$ cat src/rtl/core/kss_pkg.sv
// shared types and constants for the keypoint spread score core
package kss_pkg;

    localparam int CFG_W    = 14;
    localparam int COORD_W  = 13;
    localparam int CNT16_W  = 16;
    localparam int DIV_W    = 14;
    localparam int FRAC_W   = 32;
    localparam int MAG_W    = 31;
    localparam int SCORE_W  = 17;

    localparam logic [MAG_W-1:0]   ONE_Q30    = 31'h4000_0000;
    localparam logic [SCORE_W-1:0] SCORE_MAX  = 17'h1_FFFF;
    localparam logic [31:0]        RECIP_TEN  = 32'hCCCC_CCCD;

    // divider operand selects
    localparam logic [1:0] DIV_CW = 2'd0;
    localparam logic [1:0] DIV_CH = 2'd1;
    localparam logic [1:0] DIV_X  = 2'd2;
    localparam logic [1:0] DIV_Y  = 2'd3;

    // register indexes on the config port
    localparam logic CFG_IDX_WIDTH  = 1'b0;
    localparam logic CFG_IDX_HEIGHT = 1'b1;

    typedef struct packed {
        logic       cap;
        logic       cnt_clr;
        logic       cnt_inc;
        logic [1:0] div_sel;
        logic       div_init;
        logic       div_step;
        logic       div_store;
        logic       clr_wr;
        logic       bin_rd;
        logic       bin_wr;
        logic       sw_rd;
        logic       bc_mul;
        logic       sq_mul;
        logic       acc_add;
        logic       den_sq;
        logic       den_mul;
        logic       frac_init;
        logic       frac_step;
        logic       pwr_init;
        logic       pwr_mul;
        logic       pwr_sub;
        logic       prod_mul;
        logic       out_load;
        logic       tot_clear;
    } kss_cmd_t;

    typedef struct packed {
        logic is_end;
        logic full;
        logic bin_last;
        logic div_last;
        logic frac_last;
        logic pwr_done;
        logic out_busy;
    } kss_sts_t;

endpackage

$ cat src/rtl/core/kss_ctrl.sv
// controller state machine sequencing the datapath
module kss_ctrl import kss_pkg::*; (
    input  logic     aclk,
    input  logic     aresetn,
    input  kss_sts_t sts_i,
    input  logic     s_valid_i,
    output logic     s_ready_o,
    output logic     cfg_ready_o,
    output kss_cmd_t cmd_o
);

    localparam logic [4:0] ST_CLR    = 5'd0;
    localparam logic [4:0] ST_IDLE   = 5'd1;
    localparam logic [4:0] ST_DISP   = 5'd2;
    localparam logic [4:0] ST_DINIT  = 5'd3;
    localparam logic [4:0] ST_DSTEP  = 5'd4;
    localparam logic [4:0] ST_DSTORE = 5'd5;
    localparam logic [4:0] ST_BRD    = 5'd6;
    localparam logic [4:0] ST_BWR    = 5'd7;
    localparam logic [4:0] ST_DSQ    = 5'd8;
    localparam logic [4:0] ST_DMUL   = 5'd9;
    localparam logic [4:0] ST_SRD    = 5'd10;
    localparam logic [4:0] ST_SBC    = 5'd11;
    localparam logic [4:0] ST_SSQ    = 5'd12;
    localparam logic [4:0] ST_SACC   = 5'd13;
    localparam logic [4:0] ST_FINIT  = 5'd14;
    localparam logic [4:0] ST_FSTEP  = 5'd15;
    localparam logic [4:0] ST_PINIT  = 5'd16;
    localparam logic [4:0] ST_PCHK   = 5'd17;
    localparam logic [4:0] ST_PMUL   = 5'd18;
    localparam logic [4:0] ST_PSUB   = 5'd19;
    localparam logic [4:0] ST_PROD   = 5'd20;
    localparam logic [4:0] ST_OUT    = 5'd21;

    logic [4:0] state_reg, state_next;
    logic [1:0] sel_reg, sel_next;

    always_ff @(posedge aclk) begin
        if (!aresetn) begin
            state_reg <= ST_CLR;
            sel_reg   <= DIV_CW;
        end else begin
            state_reg <= state_next;
            sel_reg   <= sel_next;
        end
    end

    assign s_ready_o   = (state_reg == ST_IDLE);
    assign cfg_ready_o = (state_reg == ST_IDLE);

    always_comb begin
        state_next    = state_reg;
        sel_next      = sel_reg;
        cmd_o         = '0;
        cmd_o.div_sel = sel_reg;
        case (state_reg)
            ST_CLR: begin
                cmd_o.clr_wr  = 1'b1;
                cmd_o.cnt_inc = 1'b1;
                if (sts_i.bin_last) begin
                    state_next = ST_IDLE;
                end
            end
            ST_IDLE: begin
                cmd_o.cap = s_valid_i;
                if (s_valid_i) begin
                    state_next = ST_DISP;
                end
            end
            ST_DISP: begin
                if (sts_i.is_end) begin
                    state_next = ST_DSQ;
                end else if (sts_i.full) begin
                    state_next = ST_IDLE;
                end else begin
                    sel_next   = DIV_CW;
                    state_next = ST_DINIT;
                end
            end
            ST_DINIT: begin
                cmd_o.div_init = 1'b1;
                cmd_o.cnt_clr  = 1'b1;
                state_next     = ST_DSTEP;
            end
            ST_DSTEP: begin
                cmd_o.div_step = 1'b1;
                cmd_o.cnt_inc  = 1'b1;
                if (sts_i.div_last) begin
                    state_next = ST_DSTORE;
                end
            end
            ST_DSTORE: begin
                cmd_o.div_store = 1'b1;
                if (sel_reg == DIV_Y) begin
                    state_next = ST_BRD;
                end else begin
                    sel_next   = sel_reg + 2'd1;
                    state_next = ST_DINIT;
                end
            end
            ST_BRD: begin
                cmd_o.bin_rd = 1'b1;
                state_next   = ST_BWR;
            end
            ST_BWR: begin
                cmd_o.bin_wr = 1'b1;
                state_next   = ST_IDLE;
            end
            ST_DSQ: begin
                cmd_o.den_sq  = 1'b1;
                cmd_o.cnt_clr = 1'b1;
                state_next    = ST_DMUL;
            end
            ST_DMUL: begin
                cmd_o.den_mul = 1'b1;
                state_next    = ST_SRD;
            end
            ST_SRD: begin
                cmd_o.sw_rd = 1'b1;
                state_next  = ST_SBC;
            end
            ST_SBC: begin
                cmd_o.bc_mul = 1'b1;
                state_next   = ST_SSQ;
            end
            ST_SSQ: begin
                cmd_o.sq_mul = 1'b1;
                state_next   = ST_SACC;
            end
            ST_SACC: begin
                cmd_o.acc_add = 1'b1;
                cmd_o.cnt_inc = 1'b1;
                state_next    = sts_i.bin_last ? ST_FINIT : ST_SRD;
            end
            ST_FINIT: begin
                cmd_o.frac_init = 1'b1;
                cmd_o.cnt_clr   = 1'b1;
                state_next      = ST_FSTEP;
            end
            ST_FSTEP: begin
                cmd_o.frac_step = 1'b1;
                cmd_o.cnt_inc   = 1'b1;
                if (sts_i.frac_last) begin
                    state_next = ST_PINIT;
                end
            end
            ST_PINIT: begin
                cmd_o.pwr_init = 1'b1;
                state_next     = ST_PCHK;
            end
            ST_PCHK: begin
                state_next = sts_i.pwr_done ? ST_PROD : ST_PMUL;
            end
            ST_PMUL: begin
                cmd_o.pwr_mul = 1'b1;
                state_next    = ST_PSUB;
            end
            ST_PSUB: begin
                cmd_o.pwr_sub = 1'b1;
                state_next    = ST_PCHK;
            end
            ST_PROD: begin
                cmd_o.prod_mul = 1'b1;
                state_next     = ST_OUT;
            end
            ST_OUT: begin
                if (!sts_i.out_busy) begin
                    cmd_o.out_load  = 1'b1;
                    cmd_o.tot_clear = 1'b1;
                    state_next      = ST_IDLE;
                end
            end
            default: begin
                state_next = ST_IDLE;
            end
        endcase
    end

endmodule

$ cat config.mk
export PLATFORM = sky130hd
export DESIGN_NAME = kss_ctrl
export DESIGN_NICKNAME = d
export VERILOG_FILES = /design/src/rtl/core/kss_pkg.sv /design/src/rtl/core/kss_ctrl.sv
export SDC_FILE = /design/constraint.sdc
export NUM_CORES = 1
export LEC_CHECK = 0
export BUFFER_PORTS_ARGS = -buffer_cell sky130_fd_sc_hd__buf_2
export CORE_MARGIN = 4
export CORE_UTILIZATION = 40
export CTS_BUF_LIST = sky130_fd_sc_hd__clkbuf_16
export DETAILED_ROUTE_END_ITERATION = 12
export MAX_ROUTING_LAYER = met4
export PLACE_DENSITY = 0.75
export SYNTH_ARGS = -nofsm -noshare
export SYNTH_HDL_FRONTEND = slang
export SYNTH_SLANG_ARGS = --single-unit
$ cat constraint.sdc
create_clock -name aclk -period 1.8 [get_ports aclk]
set_input_delay 0.18 -clock aclk [delete_from_list [all_inputs] [get_ports aclk]]
set_output_delay 0.18 -clock aclk [all_outputs]
set_load 0.02 [all_outputs]
==> flow_summary.ini <==
[setup_path]
cp_num_buf_inv = 2
startpoint = state_reg[1]
required_ps = 1620
worstSetupPathType = reg2out
crit_path_end_kind = output port
worstPathMaxFanout = 5
r2r_end = state_reg[0]
start_kind = register
slowest_stage = or3_4
r2r_cells = 5
crit_arrival_ps = 1540
endpoint = cmd_o[24]
worst-path-stages = 5
rrSetupSlack_ps = 190
critical_path.top_delay_family = simple AND/OR/NAND/NOR gates
slowest_delay_ps = 410
worstReg2RegStart = state_reg[3]
path_cells = or3_4 > buf_4 > nor2_2 > and2_1 > buf_2

[synth]
synth_edf_count = 0
synth_cell_types = 45
yosys.area_share.simple_pct = 39.7
synth-compound-area-share_pct = 26.0
synth_seq_cells = 7
ys_warn_count = 0
synth_top_family_by_area = simple AND/OR/NAND/NOR gates
synth-xor-area-share_pct = 0
synthMuxAreaShare_pct = 3.93
async_reset_ff_share_pct = 0
syn_nets = 129
ys.flop_type = dfxtp_1
synth_cells = 118
synth-seq-area-share_pct = 16.9
synth_area_sq_um = 828
synth.avg_cell_area_sq_um = 7.02
synth-adder-area-share_pct = 1.51

[die]
coreArea_sq_um = 1960
die_y_um = 53.5
initial_core_util_pct = 42.2
fp.dieW_um = 53.5
die-area_sq_um = 2860
io_pins = 37
num_rows = 16

[clock_network]
clock_sinks = 7
clock_path_buffers = 2
cts.htree.levels = 1
cts_root_buf = clkbuf_16
cts_tree = built
path_clk_slew_ps = 30
clock_latency_ps = 230
numCtsBuffers = 3

[drt]
routed_wl_um = 2570
drt-wirelength-per-cell_um = 14.3
num_vias = 1012
drcViolationCount = 0
drtPass1Iterations = 5
drt_iter0_markers = 28
ant_nets = 0
viasPerCell = 5.62

[grt]
antenna_found_initial = 0
overflow = 0
grt_pass1_wl_um = 3860
grt_pass1_vias = 863
grt_start_max_net_pins = 19
track_usage_pct = 19.2

[sta]
setup_viol = 0
fin_crit_ps = 1720
finClkSkew_ps = 3.12
fin_tns_setup_ps = 0
max_freq_mhz = 580
finalHoldViolCount = 0
worstMarginPinSlew_ps = 269
final_max_slew_viol_count = 0
rsz0062_at_grt = no
relSlewSlack_pct = 81.8
finalCritPeriodShare_pct = 95.8

[placed_design]
gp_congestion = 0.933
port_buffers = 36
dp_hpwl_um = 1950

[status]
status = finished clean

[power]
ir_worst_vdd_mv = 0.548
power_per_cell_area_nw_per_um2 = 623
p_leak_nw = 0.511

[job]
cap_violations = 0

[finish]
layout-drive-gt1-share_pct = 39.9
most-common-layout-cells = buf_2, nor2_1, buf_4
utilization_pct = 57.3
largest_reg_flops = 5
antennaDiodeCount = 0
syn_to_final_growth_pct = 35.6
final_common_cell = buf_2
nNetsFinal = 165

[min_path]
hold_path.class = in2reg
## report_power, final
group,internal [mW],switching [mW],total [mW]
sequential,0.160,0.0112,0.172
clock,0.289,0.0853,0.374
combinational,0.0661,0.0881,0.154
## final cells by class
type | count | area, sq um
clock inverter | 1 | 3.75
tap | 27 | 33.8
inverter | 2 | 7.51
multi-input combinational | 95 | 611
clock buffer | 3 | 75.1
sequential | 7 | 141
timing repair buffer | 45 | 251
fill | 199 | 838
## synthesized netlist by cell type (3+ instances only)
cell / number / area, sq um
a21oi_1: 3 / 15.0
dfxtp_1: 7 / 140
nor2_1: 28 / 105
buf_4: 6 / 45.0
a31oi_1: 4 / 25.0
nand2_1: 6 / 22.5
buf_2: 4 / 20.0
clkbuf_1: 3 / 11.3
nor3_1: 6 / 30.0
nor2b_1: 5 / 31.3
o21ai_0: 5 / 25.0
## metrics by stage
| step | setup slack, ps | power, mW | cell area (sq um) | hold WS (ps) | std cells |
|---|---|---|---|---|---|
| after floorplan | 125 | 0.285 | 828 | 295 | 118 |
| after global placement | 202 | 0.320 | 1020 | 490 | 176 |
| after detailed placement | 172 | 0.323 | 1020 | 496 | 176 |
| after CTS | 38.5 | 0.699 | 1100 | 260 | 180 |
| after global routing | 3.70 | 0.734 | 1120 | 274 | 180 |
| final | 75.1 | 0.700 | 1120 | 260 | 180 |
## routing by layer
layer	global-route usage [%]	vias to the layer above	part of all wire, %
met1	21.0	462	42
li1	-	492	-
met5	-	-	0
met3	4.79	6	8.3
met4	6.81	0	1.9
met2	33.5	52	48
## worst reg2reg max path, cell delays in order (launching register included)
cell and delay (ps):
dfxtp_1 420, nand2b_4 230, o32ai_2 110, a211o_1 310
or2_1 250, o21ba_1 180
## kinds of logic (layout without fill, tap and decap cells)
logic type / count (synthesis) / after routing
and+or+nand+nor: 62 / 62
AOI/OAI and AO/OA: 29 / 29
buffers and inverters: 16 / 51
DFF: 7 / 7
muxes: 3 / 3
adders and majority gates: 1 / 1
## what timing repair did
item / 4_1_cts / 5_1_grt
pin swaps: 0 / 0
buffers inserted: 0 / 0
gates cloned: 0 / 0
endpoints found under the setup margin: 2 / 5
endpoints found under the hold margin: 0 / 0
gates resized for setup: 1 / 6
hold buffers: 0 / 0
## worst min-delay path by stage
stage | end | from | depth (start not counted)
after floorplan | state_reg[1] | aresetn | 2
after global placement | state_reg[3] | aresetn | 2
after detailed placement | state_reg[3] | aresetn | 2
after CTS | state_reg[3] | aresetn | 2
after global routing | state_reg[3] | aresetn | 2
final | state_reg[3] | aresetn | 2
Note: power is estimated with default switching activity, not from simulation.
